<file path="src/rp66vd_pkg.sv">
// ----------------------------------------------------------------------------
// RP66 v1 value decoder package
// Payload types, representation codes, result part and status codes, and the
// fixed-length table for the value decoder.
// ----------------------------------------------------------------------------
package rp66vd_pkg;

   // Default upper bound on the length of a string value.
   localparam int DEFAULT_MAX_STRING_BYTES = 4096;

   // Representation codes handled by name.
   localparam logic [4:0] RC_FSINGL    = 5'd2;
   localparam logic [4:0] RC_FDOUBL    = 5'd7;
   localparam logic [4:0] RC_SSHORT    = 5'd12;
   localparam logic [4:0] RC_SNORM     = 5'd13;
   localparam logic [4:0] RC_SLONG     = 5'd14;
   localparam logic [4:0] RC_USHORT    = 5'd15;
   localparam logic [4:0] RC_UNORM     = 5'd16;
   localparam logic [4:0] RC_ULONG     = 5'd17;
   localparam logic [4:0] RC_UVARI     = 5'd18;
   localparam logic [4:0] RC_IDENT     = 5'd19;
   localparam logic [4:0] RC_ASCII     = 5'd20;
   localparam logic [4:0] RC_DTIME     = 5'd21;
   localparam logic [4:0] RC_ORIGIN    = 5'd22;
   localparam logic [4:0] RC_OBNAME    = 5'd23;
   localparam logic [4:0] RC_OBJREF    = 5'd24;
   localparam logic [4:0] RC_ATTREF    = 5'd25;
   localparam logic [4:0] RC_STATUS    = 5'd26;
   localparam logic [4:0] RC_UNITS     = 5'd27;
   localparam logic [4:0] RC_NONE      = 5'd0;
   localparam logic [4:0] RC_LAST_CODE = 5'd27;

   // Result part codes.
   localparam logic [3:0] PART_INTEGER  = 4'd0;
   localparam logic [3:0] PART_FLOAT32  = 4'd1;
   localparam logic [3:0] PART_FLOAT64  = 4'd2;
   localparam logic [3:0] PART_DTIME    = 4'd3;
   localparam logic [3:0] PART_STR_LEN  = 4'd4;
   localparam logic [3:0] PART_STR_BYTE = 4'd5;
   localparam logic [3:0] PART_ORIGIN   = 4'd6;
   localparam logic [3:0] PART_COPY     = 4'd7;
   localparam logic [3:0] PART_NAME_LEN = 4'd8;
   localparam logic [3:0] PART_NAME_BYTE = 4'd9;
   localparam logic [3:0] PART_TYPE_LEN = 4'd10;
   localparam logic [3:0] PART_TYPE_BYTE = 4'd11;

   // Result status codes.
   localparam logic [2:0] ST_OK          = 3'd0;
   localparam logic [2:0] ST_TRUNCATED   = 3'd1;
   localparam logic [2:0] ST_BAD_CODE    = 3'd2;
   localparam logic [2:0] ST_UNSUPPORTED = 3'd3;
   localparam logic [2:0] ST_TOO_LONG    = 3'd4;

   // Offsets removed from two- and four-byte variable-length integers.
   localparam logic [31:0] VARI_SHORT_BASE = 32'h0000_8000;
   localparam logic [31:0] VARI_LONG_BASE  = 32'hC000_0000;

   // Input transaction: one byte of the value stream.
   typedef struct packed {
      logic [7:0] data_byte;
      logic       start_req;
      logic [4:0] rep_code;
      logic       end_of_data;
   } req_type;

   // Result transaction: one decoded component.
   typedef struct packed {
      logic [3:0]  part;
      logic [63:0] value_word;
      logic        last;
      logic [2:0]  status;
      logic [15:0] byte_count;
   } rsp_type;

   // Byte length of each fixed-size code; zero for variable-length codes.
   function automatic logic [4:0] fixed_len(input logic [4:0] code);
      logic [4:0] len;
      unique case (code)
         5'd1:    len = 5'd2;
         5'd2:    len = 5'd4;
         5'd3:    len = 5'd8;
         5'd4:    len = 5'd12;
         5'd5:    len = 5'd4;
         5'd6:    len = 5'd4;
         5'd7:    len = 5'd8;
         5'd8:    len = 5'd16;
         5'd9:    len = 5'd24;
         5'd10:   len = 5'd8;
         5'd11:   len = 5'd16;
         5'd12:   len = 5'd1;
         5'd13:   len = 5'd2;
         5'd14:   len = 5'd4;
         5'd15:   len = 5'd1;
         5'd16:   len = 5'd2;
         5'd17:   len = 5'd4;
         5'd21:   len = 5'd8;
         5'd26:   len = 5'd1;
         default: len = 5'd0;
      endcase
      return len;
   endfunction

endpackage

</file>
<file path="src/rp66vd_parser.sv">
// ----------------------------------------------------------------------------
// RP66 v1 value parser
// Holds the parse state and decodes one accepted byte per cycle into at most
// one result, which the top level registers.
// ----------------------------------------------------------------------------
module rp66vd_parser
   import rp66vd_pkg::*;
#(
   parameter int MAX_STRING_BYTES = DEFAULT_MAX_STRING_BYTES
) (
   input  logic    clock,
   input  logic    reset,
   input  logic    accept,
   input  req_type req,
   output logic    res_valid,
   output rsp_type res
);

   localparam int LW = $clog2(MAX_STRING_BYTES + 1);

   typedef enum logic [9:0] {
      PH_IDLE         = 10'b00_0000_0001,
      PH_FIRST        = 10'b00_0000_0010,
      PH_FIXED        = 10'b00_0000_0100,
      PH_VARI         = 10'b00_0000_1000,
      PH_COPY         = 10'b00_0001_0000,
      PH_NAMELEN      = 10'b00_0010_0000,
      PH_NAMEBYTES    = 10'b00_0100_0000,
      PH_STRBYTES     = 10'b00_1000_0000,
      PH_TYPEBYTES    = 10'b01_0000_0000,
      PH_ORIGIN_START = 10'b10_0000_0000
   } phase_type;

   phase_type     phase_ff, phase_in, cur_phase;
   logic [4:0]    code_ff, code_in, cur_code;
   logic [63:0]   acc_ff, acc_in;
   logic [LW-1:0] left_ff, left_in;
   logic [15:0]   vb_ff, vb_in;

   logic [7:0]    b;
   logic [4:0]    fl;
   logic [31:0]   vari_word, vari_val, vv, str_len;
   logic [63:0]   fix_word;
   logic          start_done, vf, vari_done, fix_done, str_start;

   assign b = req.data_byte;

   // Next parse state and result for the byte on the input.
   always_comb begin
      phase_in   = phase_ff;
      code_in    = code_ff;
      acc_in     = acc_ff;
      left_in    = left_ff;
      vb_in      = vb_ff;
      res_valid  = 1'b0;
      res        = '0;
      cur_phase  = phase_ff;
      cur_code   = code_ff;
      start_done = 1'b0;
      vf         = 1'b0;
      vari_done  = 1'b0;
      fix_done   = 1'b0;
      str_start  = 1'b0;
      vv         = '0;
      str_len    = '0;
      fix_word   = {acc_ff[55:0], b};
      vari_word  = {acc_ff[23:0], b};
      vari_val   = (vari_word >= VARI_LONG_BASE) ? vari_word - VARI_LONG_BASE
                                                 : vari_word - VARI_SHORT_BASE;

      // A start byte opens a new value, or is answered at once.
      if (req.start_req) begin
         code_in  = req.rep_code;
         cur_code = req.rep_code;
         vb_in    = '0;
         acc_in   = '0;
         left_in  = '0;
         if (req.rep_code == RC_NONE || req.rep_code > RC_LAST_CODE) begin
            res_valid      = 1'b1;
            res.last       = 1'b1;
            res.status     = ST_BAD_CODE;
            vb_in          = 16'd1;
            res.byte_count = 16'd1;
            phase_in       = PH_IDLE;
            cur_phase      = PH_IDLE;
            start_done     = 1'b1;
         end else if (req.rep_code == RC_ATTREF) begin
            res_valid  = 1'b1;
            res.last   = 1'b1;
            res.status = ST_UNSUPPORTED;
            phase_in   = PH_IDLE;
            cur_phase  = PH_IDLE;
            start_done = 1'b1;
         end else begin
            phase_in  = PH_FIRST;
            cur_phase = PH_FIRST;
         end
      end

      fl = fixed_len(cur_code);

      if (!start_done && cur_phase != PH_IDLE) begin
         // Byte handling by phase.
         unique case (cur_phase)
            PH_FIRST: begin
               if (fl != 5'd0) begin
                  fix_word = {56'd0, b};
                  acc_in   = fix_word;
                  left_in  = LW'(fl) - LW'(1);
                  phase_in = PH_FIXED;
                  fix_done = (fl == 5'd1);
               end else if (cur_code == RC_IDENT || cur_code == RC_UNITS) begin
                  str_start = 1'b1;
                  str_len   = {24'd0, b};
               end else if (cur_code == RC_OBJREF) begin
                  res_valid      = 1'b1;
                  res.part       = PART_TYPE_LEN;
                  res.value_word = {56'd0, b};
                  if (b == 8'd0) begin
                     phase_in = PH_ORIGIN_START;
                  end else begin
                     left_in  = LW'(b);
                     phase_in = PH_TYPEBYTES;
                  end
               end else begin
                  vf = 1'b1;
               end
            end
            PH_FIXED: begin
               acc_in   = fix_word;
               left_in  = left_ff - LW'(1);
               fix_done = (left_ff == LW'(1));
            end
            PH_VARI: begin
               acc_in  = {32'd0, vari_word};
               left_in = left_ff - LW'(1);
               if (left_ff == LW'(1)) begin
                  vari_done = 1'b1;
                  vv        = vari_val;
               end
            end
            PH_ORIGIN_START: begin
               vf = 1'b1;
            end
            PH_COPY: begin
               res_valid      = 1'b1;
               res.part       = PART_COPY;
               res.value_word = {56'd0, b};
               phase_in       = PH_NAMELEN;
            end
            PH_NAMELEN: begin
               res_valid      = 1'b1;
               res.part       = PART_NAME_LEN;
               res.value_word = {56'd0, b};
               if (b == 8'd0) begin
                  res.last = 1'b1;
                  phase_in = PH_IDLE;
               end else begin
                  left_in  = LW'(b);
                  phase_in = PH_NAMEBYTES;
               end
            end
            PH_NAMEBYTES, PH_STRBYTES: begin
               res_valid      = 1'b1;
               res.part       = (cur_phase == PH_NAMEBYTES) ? PART_NAME_BYTE
                                                            : PART_STR_BYTE;
               res.value_word = {56'd0, b};
               res.last       = (left_ff == LW'(1));
               left_in        = left_ff - LW'(1);
               if (left_ff == LW'(1)) begin
                  phase_in = PH_IDLE;
               end
            end
            PH_TYPEBYTES: begin
               res_valid      = 1'b1;
               res.part       = PART_TYPE_BYTE;
               res.value_word = {56'd0, b};
               left_in        = left_ff - LW'(1);
               if (left_ff == LW'(1)) begin
                  phase_in = PH_ORIGIN_START;
               end
            end
            default: begin
               phase_in = PH_IDLE;
            end
         endcase

         // First byte of a variable-length integer picks its size.
         if (vf) begin
            if (!b[7]) begin
               vari_done = 1'b1;
               vv        = {24'd0, b};
            end else begin
               acc_in   = {56'd0, b};
               left_in  = b[6] ? LW'(3) : LW'(1);
               phase_in = PH_VARI;
            end
         end

         // Completed fixed-size value.
         if (fix_done) begin
            res_valid = 1'b1;
            res.last  = 1'b1;
            phase_in  = PH_IDLE;
            case (cur_code)
               RC_FSINGL: begin
                  res.part       = PART_FLOAT32;
                  res.value_word = {32'd0, fix_word[31:0]};
               end
               RC_FDOUBL: begin
                  res.part       = PART_FLOAT64;
                  res.value_word = fix_word;
               end
               RC_DTIME: begin
                  res.part       = PART_DTIME;
                  res.value_word = fix_word;
               end
               RC_SSHORT: res.value_word = {{56{fix_word[7]}}, fix_word[7:0]};
               RC_SNORM:  res.value_word = {{48{fix_word[15]}}, fix_word[15:0]};
               RC_SLONG:  res.value_word = {{32{fix_word[31]}}, fix_word[31:0]};
               RC_USHORT, RC_STATUS: res.value_word = {56'd0, fix_word[7:0]};
               RC_UNORM:  res.value_word = {48'd0, fix_word[15:0]};
               RC_ULONG:  res.value_word = {32'd0, fix_word[31:0]};
               default:   res.status     = ST_UNSUPPORTED;
            endcase
         end

         // Completed variable-length integer.
         if (vari_done) begin
            case (cur_code)
               RC_UVARI: begin
                  res_valid      = 1'b1;
                  res.value_word = {32'd0, vv};
                  res.last       = 1'b1;
                  phase_in       = PH_IDLE;
               end
               RC_ORIGIN: begin
                  res_valid      = 1'b1;
                  res.part       = PART_ORIGIN;
                  res.value_word = {32'd0, vv};
                  res.last       = 1'b1;
                  phase_in       = PH_IDLE;
               end
               RC_ASCII: begin
                  str_start = 1'b1;
                  str_len   = vv;
               end
               default: begin
                  res_valid      = 1'b1;
                  res.part       = PART_ORIGIN;
                  res.value_word = {32'd0, vv};
                  phase_in       = PH_COPY;
               end
            endcase
         end

         // String length: reject, close or start the byte run.
         if (str_start) begin
            res_valid      = 1'b1;
            res.part       = PART_STR_LEN;
            res.value_word = {32'd0, str_len};
            if (str_len > 32'(MAX_STRING_BYTES)) begin
               res.last   = 1'b1;
               res.status = ST_TOO_LONG;
               phase_in   = PH_IDLE;
            end else if (str_len == 32'd0) begin
               res.last = 1'b1;
               phase_in = PH_IDLE;
            end else begin
               left_in  = str_len[LW-1:0];
               phase_in = PH_STRBYTES;
            end
         end

         // Saturating count of bytes taken by this value.
         if (vb_in != 16'hFFFF) begin
            vb_in = vb_in + 16'd1;
         end

         // The buffer ends before the value does.
         if (phase_in != PH_IDLE && req.end_of_data) begin
            if (!res_valid) begin
               res_valid = 1'b1;
               unique case (phase_in)
                  PH_FIXED: begin
                     if (cur_code == RC_FSINGL) begin
                        res.part = PART_FLOAT32;
                     end else if (cur_code == RC_FDOUBL) begin
                        res.part = PART_FLOAT64;
                     end else if (cur_code == RC_DTIME) begin
                        res.part = PART_DTIME;
                     end else begin
                        res.part = PART_INTEGER;
                     end
                  end
                  PH_VARI: begin
                     if (cur_code == RC_ASCII) begin
                        res.part = PART_STR_LEN;
                     end else if (cur_code == RC_UVARI) begin
                        res.part = PART_INTEGER;
                     end else begin
                        res.part = PART_ORIGIN;
                     end
                  end
                  PH_ORIGIN_START: res.part = PART_ORIGIN;
                  PH_COPY:         res.part = PART_COPY;
                  PH_NAMELEN:      res.part = PART_NAME_LEN;
                  PH_NAMEBYTES:    res.part = PART_NAME_BYTE;
                  PH_STRBYTES:     res.part = PART_STR_BYTE;
                  PH_TYPEBYTES:    res.part = PART_TYPE_BYTE;
                  default:         res.part = PART_INTEGER;
               endcase
            end
            res.last   = 1'b1;
            res.status = ST_TRUNCATED;
            phase_in   = PH_IDLE;
         end

         res.byte_count = res.last ? vb_in : 16'd0;
      end
   end

   // Parse state advances on every accepted byte.
   always_ff @(posedge clock) begin
      if (reset) begin
         phase_ff <= PH_IDLE;
         code_ff  <= '0;
         acc_ff   <= '0;
         left_ff  <= '0;
         vb_ff    <= '0;
      end else if (accept) begin
         phase_ff <= phase_in;
         code_ff  <= code_in;
         acc_ff   <= acc_in;
         left_ff  <= left_in;
         vb_ff    <= vb_in;
      end
   end

endmodule

</file>
<file path="src/rp66_value_decoder_core.sv">
// ----------------------------------------------------------------------------
// RP66 v1 value decoder core
// Decodes a byte stream of RP66 v1 values into integers, raw float and time
// bits, strings and object-name components, one byte per transaction.
// ----------------------------------------------------------------------------
// Usage:
//   The req channel carries one stream byte per transaction, with a start
//   flag and representation code on the first byte of each value and an
//   end-of-data flag on the last byte available. The rsp channel carries the
//   decoded components, at most one per input byte, with last and the byte
//   count on the final component of a value and a status code.
//   A result appears on rsp the cycle after the byte that caused it is
//   accepted. Throughput is one byte per cycle unless a held result
//   stalls the input, set by the single pass through the parser between
//   the input and the result register. Bytes that produce no result
//   never occupy the output. When the receiver stalls with a result held,
//   req_ready stays high only while that result is being taken in the same
//   cycle; otherwise input is held off until the output register drains.
//   Reset returns the parser to idle, awaiting a start byte, and empties the
//   result register.
// ----------------------------------------------------------------------------
module rp66_value_decoder_core
   import rp66vd_pkg::*;
#(
   parameter int MAX_STRING_BYTES = DEFAULT_MAX_STRING_BYTES
) (
   input  logic    clock,
   input  logic    reset,
   input  logic    req_valid,
   output logic    req_ready,
   input  req_type req_payload,
   output logic    rsp_valid,
   input  logic    rsp_ready,
   output rsp_type rsp_payload
);

   logic    accept;
   logic    res_valid;
   rsp_type res;
   logic    rsp_valid_ff, rsp_valid_in;
   rsp_type rsp_data_ff;

   // Take a byte whenever the output register is empty or draining.
   assign req_ready = !rsp_valid_ff || rsp_ready;
   assign accept    = req_valid && req_ready;

   rp66vd_parser #(
      .MAX_STRING_BYTES (MAX_STRING_BYTES)
   ) u_parser (
      .clock     (clock),
      .reset     (reset),
      .accept    (accept),
      .req       (req_payload),
      .res_valid (res_valid),
      .res       (res)
   );

   // Output register occupancy.
   assign rsp_valid_in = accept ? res_valid : (rsp_valid_ff && !rsp_ready);

   always_ff @(posedge clock) begin
      if (reset) begin
         rsp_valid_ff <= 1'b0;
      end else begin
         rsp_valid_ff <= rsp_valid_in;
      end
   end

   // Result payload is loaded only with a new result.
   always_ff @(posedge clock) begin
      if (accept && res_valid) begin
         rsp_data_ff <= res;
      end
   end

   assign rsp_valid   = rsp_valid_ff;
   assign rsp_payload = rsp_data_ff;

endmodule

</file>
<file path="config.mk">
export PLATFORM = sky130hd
export DESIGN_NAME = rp66_value_decoder_core
export DESIGN_NICKNAME = d
export VERILOG_FILES = /design/src/rp66vd_pkg.sv /design/src/rp66vd_parser.sv /design/src/rp66_value_decoder_core.sv
export SDC_FILE = /design/constraint.sdc
export NUM_CORES = 1
export LEC_CHECK = 0
export BUFFER_PORTS_ARGS = -buffer_cell sky130_fd_sc_hd__buf_2
export CORE_ASPECT_RATIO = 2
export CORE_MARGIN = 2
export CORE_UTILIZATION = 49
export DETAILED_ROUTE_END_ITERATION = 6
export GPL_TIMING_DRIVEN = 0
export HOLD_SLACK_MARGIN = 0.05
export PLACE_DENSITY = 0.68
export SYNTH_ARGS = -nofsm -noshare
export SYNTH_HDL_FRONTEND = slang
export SYNTH_SLANG_ARGS = --single-unit
</file>
<file path="constraint.sdc">
create_clock -name clock -period 11.9 [get_ports clock]
set_input_delay 1.19 -clock clock [delete_from_list [all_inputs] [get_ports clock]]
set_output_delay 1.19 -clock clock [all_outputs]
set_load 0.02 [all_outputs]
</file>
==> summary.md, run 1 <==
| Metric | Value |
|---|---|
| Async set-reset flop share out of synthesis | `0%` |
| Worst Hold Class | `reg2reg` |
| Die ar. | `0.0236 sq mm` |
| CTS max path bufs | `2` |
| Nets | `approximately 1,400` |
| Hold Violations, Final | `0` |
| Die W | `110 microns` |
| Util after Layout | `a little under three fifths` |
| Most used flip-flop cell after synthesis | `dfxtp_1` |
| Largest net degree at the start of global routing | `34` |
| Type of the worst setup path | `in2reg` |
| Minimum period implied by the final worst setup slack | `about 6600 ps` |
| Crit path largest cell delay | `between 1000 and 1500 ps` |
| Maxcap violations | `0` |
| Average size of a mapped cell | `about 8.5 sq um` |
| Layout cell share with drive strength beyond 1 | `a little over an eighth` |
| Cts bufs inserted | `17` |
| Via count of the first global-routing pass | `~11,000` |
| Post-synthesis register bit count | `between 150 and 200` |
| Area Growth Syn to Fin | `14.2%` |
| Crit-path slowest cell | `nor3_1` |
| # H-tree levels | `4` |
| IO Port Bufs | `~110` |
| Skew-Pair Late Insertion Delay | `approximately 460 ps` |
| Critical Path RT | `approximately 12,000 ps` |
| Synth warn | `0` |
| Syn nets | `between 1,000 and 1,500` |
| Hold_buf cts | `0` |
| Tcrit/Tclk final | `~55%` |
| Layout Cells excl Fill | `roughly 1,700` |
| Placed instance count | `1,663` |
| Root Buffer | `clkbuf_16` |
| Most frequent cells in the layout | `164 x nand2_1, 127 x nor2_1, 113 x buf_2, 102 x a21oi_1, 101 x dfxtp_1` |
| Core Area | `around 0.022 sq mm` |
| Netlist cell types | `81` |
| Max VDD drop | `0.0952 mV` |
| Cell chain of the critical path | `buf_2, buf_2, mux2i_1, clkbuf_1, nor4_1, a31oi_1, ha_1, inv_1, nor3_1, a21o_1, nor2_1, and3_1, a21oi_4, buf_12, buf_12` |
| Final setup fails | `0` |
| Initial Util | `between 40% and 50%` |
| Total power | `1.60 mW` |
| Initial antenna violation count | `0` |
| Synth Instances | `1,278` |
| Worst Path Buf+Inv | `6` |
| All-Layer GR Usage | `roughly 36%` |
| FP Rows | `between 70 and 80` |
| Worst slew pin tran | `~1400 ps` |
| Post-synth EDFFs | `88` |
| GPL Wtd Cong | `approximately 1` |
| Reg clk slew, reported paths | `approximately 80 ps` |
| CTS resizes | `0` |
| Clk sink count | `approximately 190` |
| Worst setup EP type | `register` |
| Setup Total Neg Slack | `0 ps` |
| Routed Antenna Nets | `0` |
| Post-Route WL | `between 40,000 and 50,000 microns` |
| I/O pin cnt | `around 110` |
| Top delay family on crit path | `simple AND/OR/NAND/NOR gates` |
| Overflow after GRT | `0` |
| Fin. max-slew vios | `0` |
| First-pass GRT wire length | `62,800 microns` |
| First-pass DRT Iterations | `5` |
| Fmax | `153 MHz` |
| Final HPWL DP | `~32,000 microns` |
| Post-route DRC violation count | `0` |
| Worst Path Arrival | `between 6000 and 7000 ps` |
| RSZ-0062 raised after global routing | `no` |
| Outcome | `finished, final reports clean` |
| Setup bufs post-CTS | `0` |
| Netlist Area Pre-Place | `around 0.011 sq mm` |
| Cell area after layout | `0.0125 sq mm` |
| Placed cell area | `between 0.01 and 0.015 sq mm` |
| DR vias | `roughly 11,000` |
| Commonest non-fill, non-tap cell in the layout | `nand2_1` |
| Register area share after synthesis | `between 40% and 50%` |
| CTS tree | `built` |
| Startpoint types | `input port` |
| CP max FO | `33` |
| Post-DR vias/cell | `6.52` |
| DR iter-0 viols | `about 1,100` |
| Slew HR | `under 10%` |
| Cell leakage power | `4.46 nW` |
| Power per cell area | `around 130 mW/mm^2` |
| Routed WL per cell | `roughly 25 microns` |
| Die Span Y | `around 220 microns` |
| Setup Skew | `12.4 ps` |
[area by class of cell]
cell class / instances / area [sq um]
Multi-Input combinational cell: 969 / 5770
Timing Repair Buffer: 109 / 591
Fill cell: 2044 / 9490
Tap cell: 276 / 345
Antenna cell: 1 / 2.50
Buffer: 100 / 425
Clock inverter: 15 / 175
Inverter: 20 / 75.1
Sequential cell: 189 / 4660
Clock buffer: 17 / 425
[flip-flops by register name, indices dropped and copies added, names as in the netlist]
register / flops
u_parser.acc_ff: 56
u_parser.phase_ff: 10
rsp_payload: 88
rsp_valid: 1
u_parser.code_ff: 5
u_parser.vb_ff: 16
u_parser.left_ff: 13
[synth_stat cells, types with 15 or more instances]
cell type | instances | area share, %
nor4_1 | 16 | 0.92
clkbuf_1 | 82 | 2.8
xnor2_1 | 19 | 1.5
inv_1 | 20 | 0.69
nand2_1 | 164 | 5.6
nor2_1 | 127 | 4.4
or3_1 | 19 | 1.1
nor3_1 | 33 | 1.5
a22oi_1 | 50 | 3.4
o21ai_0 | 85 | 3.9
nand3_1 | 36 | 1.6
edfxtp_1 | 88 | 24
and2_1 | 17 | 0.97
a21oi_1 | 103 | 4.7
a31oi_1 | 27 | 1.5
a22o_1 | 15 | 1.2
dfxtp_1 | 101 | 19
a211oi_1 | 15 | 1.0
[final timing paths]
check,slack (ps),startpoint,to,cells past startpoint
worst min register to register,460,u_parser.vb_ff[0]$_SDFFE_PP0P_,u_parser.vb_ff[0]$_SDFFE_PP0P_,2
worst min-delay path,460,u_parser.vb_ff[0]$_SDFFE_PP0P_,u_parser.vb_ff[0]$_SDFFE_PP0P_,2
worst max-delay path,5340,req_payload[6],rsp_payload[35]$_SDFFCE_PN0P_,15
worst max register to register,6270,u_parser.code_ff[1]$_SDFFE_PP0P_,rsp_payload[35]$_SDFFCE_PN0P_,14
[cell families after synthesis]
group,share of synthesized area (%)
buffers and inverters,4.58
AO/OA/AOI/OAI,23.5
flip-flops,42.7
AND/OR/NAND/NOR,24.1
adder cells (fa/ha/maj),1.49
multiplexers,1.52
XOR/XNOR,2.08
[metal layers]
layer | GRT usage (%) | wire [microns] | vias to the layer above
met2 | 63.2 | 21500 | 558
met3 | 6.10 | 2210 | 227
met1 | 34.2 | 13500 | 5242
met5 | 0 | 0 | -
li1 | - | - | 5033
met4 | 33.4 | 4720 | 0
[where the power goes]
| part | total [mW] | switching [mW] | internal (mW) |
|---|---|---|---|
| Clock | 0.579 | 0.296 | 0.283 |
| Combinational | 0.305 | 0.219 | 0.0859 |
| Sequential | 0.721 | 0.0140 | 0.707 |
[worst min-delay path: cells and delay by family, from the launching register on]
kind / cells / cell delay, ps
AO/OA/AOI/OAI: 1 / 50
flip-flops: 1 / 320
AND/OR/NAND/NOR: 1 / 50
[metrics by stage]
stage / setup WS [ps] / hold WS, ps
3_5_place_dp: 5100 / 450
3_3_place_gp: -639 / 446
6_report: 5340 / 459
4_1_cts: 5560 / 460
5_1_grt: 5300 / 476
2_1_floorplan: 3190 / 429
Note: power is estimated with default switching activity, not from simulation.
==> inputs of run 2 (changes only) <==
clock period = 6.4 ns   (was 11.9 ns; I/O delays follow)
==> run 2 against run 1 <==
  * Global-route usage decreased by 0.080 points
  * Critical path depth unchanged
  * Largest cell class unchanged
  * Flip-flop and latch count did not move
  * Core utilization about the same
  * Critical endpoint is now rsp_payload[22]$_SDFFCE_PN0P_
  * Clock skew grew 2.9 ps
  * Routed wire length is 0.29% higher
  * Register-to-register slack worse by 5900 ps
  * Sequential power grew 86%
  * Total power increased by 89%
==> summary.md, run 2 (synthesis results as in run 1) <==
| Metric | Value |
|---|---|
| IO Port Bufs | `106 (unchanged)` |
| Post-route setup slack | `177 ps (was 5340 ps)` |
| Cell area after layout | `0.0125 sq mm (about the same)` |
| All-Layer GR Usage | `36.1% (about the same)` |
| Power per cell area | `243 mW/mm^2 (was 129 mW/mm^2)` |
| I/O pin cnt | `109 (unchanged)` |
| Type of the worst setup path | `in2reg (unchanged)` |
| Cell chain of the critical path | `buf_2, buf_2, mux2i_1, clkbuf_1, nor4_1, a31oi_1, ha_1, inv_1, nor3_1, a21o_1, nor2_1, and3_1, a21oi_4, buf_12, buf_12 (unchanged)` |
| # H-tree levels | `4 (unchanged)` |
| Routed WL per cell | `24.8 microns (was 24.7 microns)` |
| Commonest non-fill, non-tap cell in the layout | `nand2_1 (unchanged)` |
| Overflow after GRT | `0 (unchanged)` |
| Setup Total Neg Slack | `0 ps (unchanged)` |
| DR iter-0 viols | `998 (was 1,058)` |
| Crit path largest cell delay | `1020 ps (was 1120 ps)` |
| Max VDD drop | `0.174 mV (was 0.0952 mV)` |
| Routed Antenna Nets | `0 (unchanged)` |
| Cts bufs inserted | `17 (unchanged)` |
| First-pass GRT wire length | `62,800 microns (about the same)` |
| Maxcap violations | `0 (unchanged)` |
| Crit-path slowest cell | `nor3_1 (unchanged)` |
| Hold_buf cts | `0 (unchanged)` |
| Skew-Pair Late Insertion Delay | `460 ps (about the same)` |
| Initial antenna violation count | `0 (unchanged)` |
| Fin. max-slew vios | `0 (unchanged)` |
| Setup bufs post-CTS | `0 (unchanged)` |
| Fmax | `between 150 and 200 MHz` |
| CP max FO | `32 (was 33)` |
| Worst slew pin tran | `1240 ps (was 1440 ps)` |
| Worst Path Arrival | `6380 ps (was 6710 ps)` |
| Critical Path RT | `6560 ps (was 12,050 ps)` |
| Minimum period implied by the final worst setup slack | `roughly 6200 ps` |
| Reg clk slew, reported paths | `80 ps (about the same)` |
| Cell leakage power | `4.47 nW (was 4.46 nW)` |
| Largest net degree at the start of global routing | `33 (was 34)` |
| Startpoint types | `input port (unchanged)` |
| Setup crit start | `req_payload[6] (unchanged)` |
| DR vias | `11,100 (about the same)` |
| Via count of the first global-routing pass | `10,900 (was 11,000)` |
| Root Buffer | `clkbuf_16 (unchanged)` |
| Outcome | `finished, final reports clean (unchanged)` |
| CTS resizes | `0 (unchanged)` |
| Setup Skew | `15.3 ps (was 12.4 ps)` |
| Worst setup EP type | `register (unchanged)` |
| Post-Route WL | `42,000 microns (was 41,900 microns)` |
| Die W | `110 microns (unchanged)` |
| Slew HR | `16.8% (was 3.36%)` |
| Post-route DRC violation count | `0 (unchanged)` |
| FP Rows | `77 (unchanged)` |
| Most frequent cells in the layout | `164 x nand2_1, 127 x nor2_1, 113 x buf_2, 102 x a21oi_1, 101 x dfxtp_1 (unchanged)` |
| Final HPWL DP | `32,400 microns (about the same)` |
| Layout cell share with drive strength beyond 1 | `13.5% (about the same)` |
| Post-DR vias/cell | `6.53 (was 6.52)` |
| CTS max path bufs | `2 (unchanged)` |
| Worst Hold Class | `reg2reg (unchanged)` |
| Placed cell area | `0.0119 sq mm (about the same)` |
| Core Area | `0.0220 sq mm (unchanged)` |
| Tcrit/Tclk final | `between 90% and 100%` |
| RSZ-0062 raised after global routing | `no (unchanged)` |
| Die ar. | `0.0236 sq mm (unchanged)` |
| First-pass DRT Iterations | `5 (unchanged)` |
| Clk sink count | `189 (unchanged)` |
| Final setup fails | `0 (unchanged)` |
| Total power | `3.04 mW (was 1.60 mW)` |
| GPL Wtd Cong | `0.990 (was 0.999)` |
| Util after Layout | `56.8% (about the same)` |
| Pre-CTS setup slack | `-168 ps (was 5100 ps)` |
| Max reg flops | `88 (unchanged)` |
| RR Startpoint | `u_parser.phase_ff[2]$_SDFFE_PP0P_ (was u_parser.code_ff[1]$_SDFFE_PP0P_)` |
| CTS tree | `built (unchanged)` |
| Area Growth Syn to Fin | `14.3% (was 14.2%)` |
| Hold Violations, Final | `0 (unchanged)` |
| Die Span Y | `215 microns (unchanged)` |
| Nets | `1,437 (was 1,438)` |
| Initial Util | `49.7% (unchanged)` |
| HP Start | `u_parser.vb_ff[0]$_SDFFE_PP0P_ (unchanged)` |
| N_diodes | `0 (was 1)` |
run 2: changes by cell type in the layout (fill, tap and decap cells not counted), sizes merged:
| cell | previous run | this run |
|---|---|---|
| diode | 1 | 0 |
| bufinv | 0 | 2 |
| buf | 127 | 126 |
| clkinv | 10 | 7 |
| inv | 25 | 26 |
run 2: path summary, 6_finish.rpt:
path                                                       end  slack [ps]  cells past startpoint
worst max-delay path             rsp_payload[22]$_SDFFCE_PN0P_         180                     15
worst min-delay path            u_parser.vb_ff[0]$_SDFFE_PP0P_         470                      2
worst max register to register   rsp_payload[22]$_SDFFCE_PN0P_         360                     12
worst min register to register  u_parser.vb_ff[0]$_SDFFE_PP0P_         470                      2
run 2: final cells by class:
cell class | count | area, sq um
fillers | 2073 | 9480
multi-input cells | 969 | 5780
flip-flops and latches | 189 | 4660
repair buffers | 108 | 571
clock buffers | 17 | 425
plain buffers | 100 | 425
well taps | 276 | 345
clock inverters | 15 | 199
inverters | 20 | 75.1
run 2: through the flow:
stage               hold slack, ps  cells
finish                         467   1694
global route                   483   1694
detailed placement             452   1662
global placement               439   1660
CTS                            464   1694
floorplan                      429   1278
run 2: metal layers:
metal	part of all wire, %	vias to the layer above	track usage [%]
met5	0	-	0
met4	10	0	31.9
met3	5.6	207	5.10
met2	52	581	63.6
met1	32	5257	34.9
li1	-	5022	-
run 2: where the power goes:
group	internal, mW	switching, mW
Combinational	0.158	0.405
Clock	0.598	0.536
Sequential	1.32	0.0258
run 2: worst max-delay path: cells and delay by family:
family                   cells  cell delay (ps)
AND/OR/NAND/NOR              4             1560
buffers and inverters        6             1670
AO/OA/AOI/OAI                3             1640
adder cells (fa/ha/maj)      1              460
multiplexers                 1              360
==> inputs of run 3 (changes only) <==
PLACE_DENSITY = 0.72   (was 0.68)
==> run 3 against run 2 <==
  * The flow now finishes with violations (DRC)
  * Clock skew decreased by 1.1 ps
  * Setup slack better by 330 ps
  * Flip-flop and latch count did not move
  * Register-to-register slack gained 430 ps
  * Count of clock-buffer cells in the layout up 1
  * Non-clock buffer count up 2
  * Routed wire length is 2.5% lower
  * Final cell count is 0.12% higher
  * Hold slack gained 4.0 ps
  * Global-route usage is 1.2 points lower
  * Sequential share of layout area rose by 0.086 points
  * Via count down 1.3%
==> summary.md, run 3 (synthesis results as in run 1) <==
| Metric | Value |
|---|---|
| Outcome | `finished with violations (was finished, final reports clean)` |
| Failing checks | `DRC` |
| Pre-CTS setup slack | `283 ps (was -168 ps)` |
| Initial antenna violation count | `0 (unchanged)` |
| Routed WL per cell | `24.1 microns (was 24.8 microns)` |
| Layout cell share with drive strength beyond 1 | `13.5% (about the same)` |
| RSZ-0062 raised after global routing | `no (unchanged)` |
| Most frequent cells in the layout | `164 x nand2_1, 127 x nor2_1, 114 x buf_2, 102 x a21oi_1, 101 x dfxtp_1 (was 164 x nand2_1, 127 x nor2_1, 113 x buf_2, 102 x a21oi_1, 101 x dfxtp_1)` |
| Tcrit/Tclk final | `92.1% (was 97.2%)` |
| # H-tree levels | `4 (unchanged)` |
| Nets | `1,439 (was 1,437)` |
| Area Growth Syn to Fin | `14.0% (was 14.3%)` |
| Startpoint types | `input port (unchanged)` |
| Fmax | `170 MHz (was 161 MHz)` |
| Die ar. | `0.0236 sq mm (unchanged)` |
| Metal2 WL | `21,500 microns (was 22,000 microns)` |
| Power per cell area | `238 mW/mm^2 (was 243 mW/mm^2)` |
| Placed instance count | `1,663 (was 1,662)` |
| Skew-Pair Late Insertion Delay | `460 ps (about the same)` |
| FP Rows | `77 (unchanged)` |
| N_diodes | `0 (unchanged)` |
| Worst slew pin tran | `1240 ps (about the same)` |
| Maxcap violations | `0 (unchanged)` |
| Routed Antenna Nets | `0 (unchanged)` |
| Largest net degree at the start of global routing | `34 (was 33)` |
| Setup Skew | `14.3 ps (was 15.3 ps)` |
| Overflow after GRT | `0 (unchanged)` |
| Int Power | `2.00 mW (was 2.07 mW)` |
| Reg clk slew, reported paths | `70 ps (was 80 ps)` |
| Uppermost layer routed | `met4 (unchanged)` |
| Die W | `110 microns (unchanged)` |
| Fillers | `2,084 (was 2,073)` |
| Post-DR vias/cell | `6.44 (was 6.53)` |
| Cts bufs inserted | `17 (unchanged)` |
| Post-Route WL | `40,900 microns (was 42,000 microns)` |
| DRT met1 WL | `12,900 microns (was 13,400 microns)` |
| CTS resizes | `0 (unchanged)` |
| Cell leakage power | `4.46 nW (was 4.47 nW)` |
| Hold Violations, Final | `0 (unchanged)` |
| Max VDD drop | `0.235 mV (was 0.174 mV)` |
| Via count of the first global-routing pass | `10,500 (was 10,900)` |
| Final setup fails | `0 (unchanged)` |
| CP max FO | `33 (was 32)` |
| Commonest non-fill, non-tap cell in the layout | `nand2_1 (unchanged)` |
| Clock group share of total power | `35.6% (was 37.3%)` |
| I/O pin cnt | `109 (unchanged)` |
| Fin. max-slew vios | `0 (unchanged)` |
| Slew HR | `16.6% (was 16.8%)` |
| Root Buffer | `clkbuf_16 (unchanged)` |
| Multi-input combinational cell area | `0.00577 sq mm (was 0.00578 sq mm)` |
| Core Area | `0.0220 sq mm (unchanged)` |
| First-pass DRT Iterations | `7 (was 5)` |
| All-Layer GR Usage | `34.9% (was 36.1%)` |
| Setup bufs post-CTS | `0 (unchanged)` |
| DR WL met3 | `2390 microns (was 2360 microns)` |
| Initial Util | `49.7% (unchanged)` |
| Post-route DRC violation count | `1 (was 0)` |
| Hold_buf cts | `0 (unchanged)` |
| First-pass GRT wire length | `60,600 microns (was 62,800 microns)` |
| Minimum period implied by the final worst setup slack | `5890 ps (was 6220 ps)` |
| IO Port Bufs | `106 (unchanged)` |
| Sw frac | `32.5% (was 31.8%)` |
| Worst Hold Class | `reg2reg (unchanged)` |
| DR vias | `10,900 (was 11,100)` |
| CTS max path bufs | `2 (unchanged)` |
| Clk sink count | `189 (unchanged)` |
| Logic pwr share | `19.1% (was 18.5%)` |
| Type of the worst setup path | `in2reg (unchanged)` |
| GPL Wtd Cong | `1.05 (was 0.990)` |
| Max reg flops | `88 (unchanged)` |
| DR iter-0 viols | `930 (was 998)` |
| Critical Path RT | `6550 ps (was 6560 ps)` |
| Flop pwr share | `45.3% (was 44.1%)` |
| Switching power | `0.963 mW (was 0.967 mW)` |
| Worst setup EP type | `register (unchanged)` |
| Worst Path Arrival | `6040 ps (was 6380 ps)` |
| Die Span Y | `215 microns (unchanged)` |
| Final HPWL DP | `31,500 microns (was 32,400 microns)` |
| CTS tree | `built (unchanged)` |
| Register Area | `0.00466 sq mm (unchanged)` |
| Layout Cells excl Fill | `1,696 (was 1,694)` |
| Post-route setup slack | `505 ps (was 177 ps)` |
## run 3: cell type report
cell class	count	area share (%)
timing repair buffer	110	4.78
clock inverter	14	1.19
multi-input combinational	969	46.3
tap	276	2.77
buffer	100	3.42
inverter	20	0.603
sequential	189	37.5
clock buffer	18	3.45
## run 3: worst max-delay path, cell delays in order
cell	delay [ps]
buf_2	250
buf_2	310
clkbuf_1	600
a41oi_1	230
a31oi_1	840
o21ai_0	490
nor3_1	1110
a21o_1	330
nor2_1	150
and3_1	290
a21oi_4	280
buf_12	230
buf_12	230
## run 3: layer usage
| layer | GRT usage, % | vias up |
|---|---|---|
| met5 | 0 | - |
| met4 | 30.0 | 0 |
| met3 | 5.67 | 185 |
| met2 | 61.8 | 531 |
| met1 | 33.4 | 5186 |
| li1 | - | 5020 |
## run 3: metrics by stage
stage / TNS (ps) / utilization [%] / total power, mW / instance area (sq um) / hold slack [ps]
3_5_place_dp: 0 / 54.0 / 1.92 / 11900 / 459
2_1_floorplan: 0 / - / 1.72 / 10900 / 429
3_3_place_gp: -103950 / 53.8 / 1.91 / 11800 / 441
6_report: 0 / 56.7 / 2.96 / 12500 / 471
4_1_cts: 0 / 56.7 / 2.95 / 12400 / 470
5_1_grt: 0 / 56.7 / 3.04 / 12500 / 492
## run 3: power groups by stage
stage | registers, mW | logic [mW] | clock network (mW)
floorplan | 1.41 | 0.307 | 0
global placement | 1.37 | 0.537 | 0
detailed placement | 1.37 | 0.550 | 0
CTS | 1.34 | 0.552 | 1.06
global route | 1.35 | 0.598 | 1.10
finish | 1.34 | 0.566 | 1.05
## run 3: final timing paths
path,slack [ps],cells past startpoint,from,endpoint
min,470,2,u_parser.vb_ff[0]$_SDFFE_PP0P_,u_parser.vb_ff[0]$_SDFFE_PP0P_
min reg2reg,470,2,u_parser.vb_ff[0]$_SDFFE_PP0P_,u_parser.vb_ff[0]$_SDFFE_PP0P_
max,510,13,req_payload[6],rsp_payload[47]$_SDFFCE_PN0P_
max reg2reg,790,12,u_parser.phase_ff[2]$_SDFFE_PP0P_,rsp_payload[47]$_SDFFCE_PN0P_
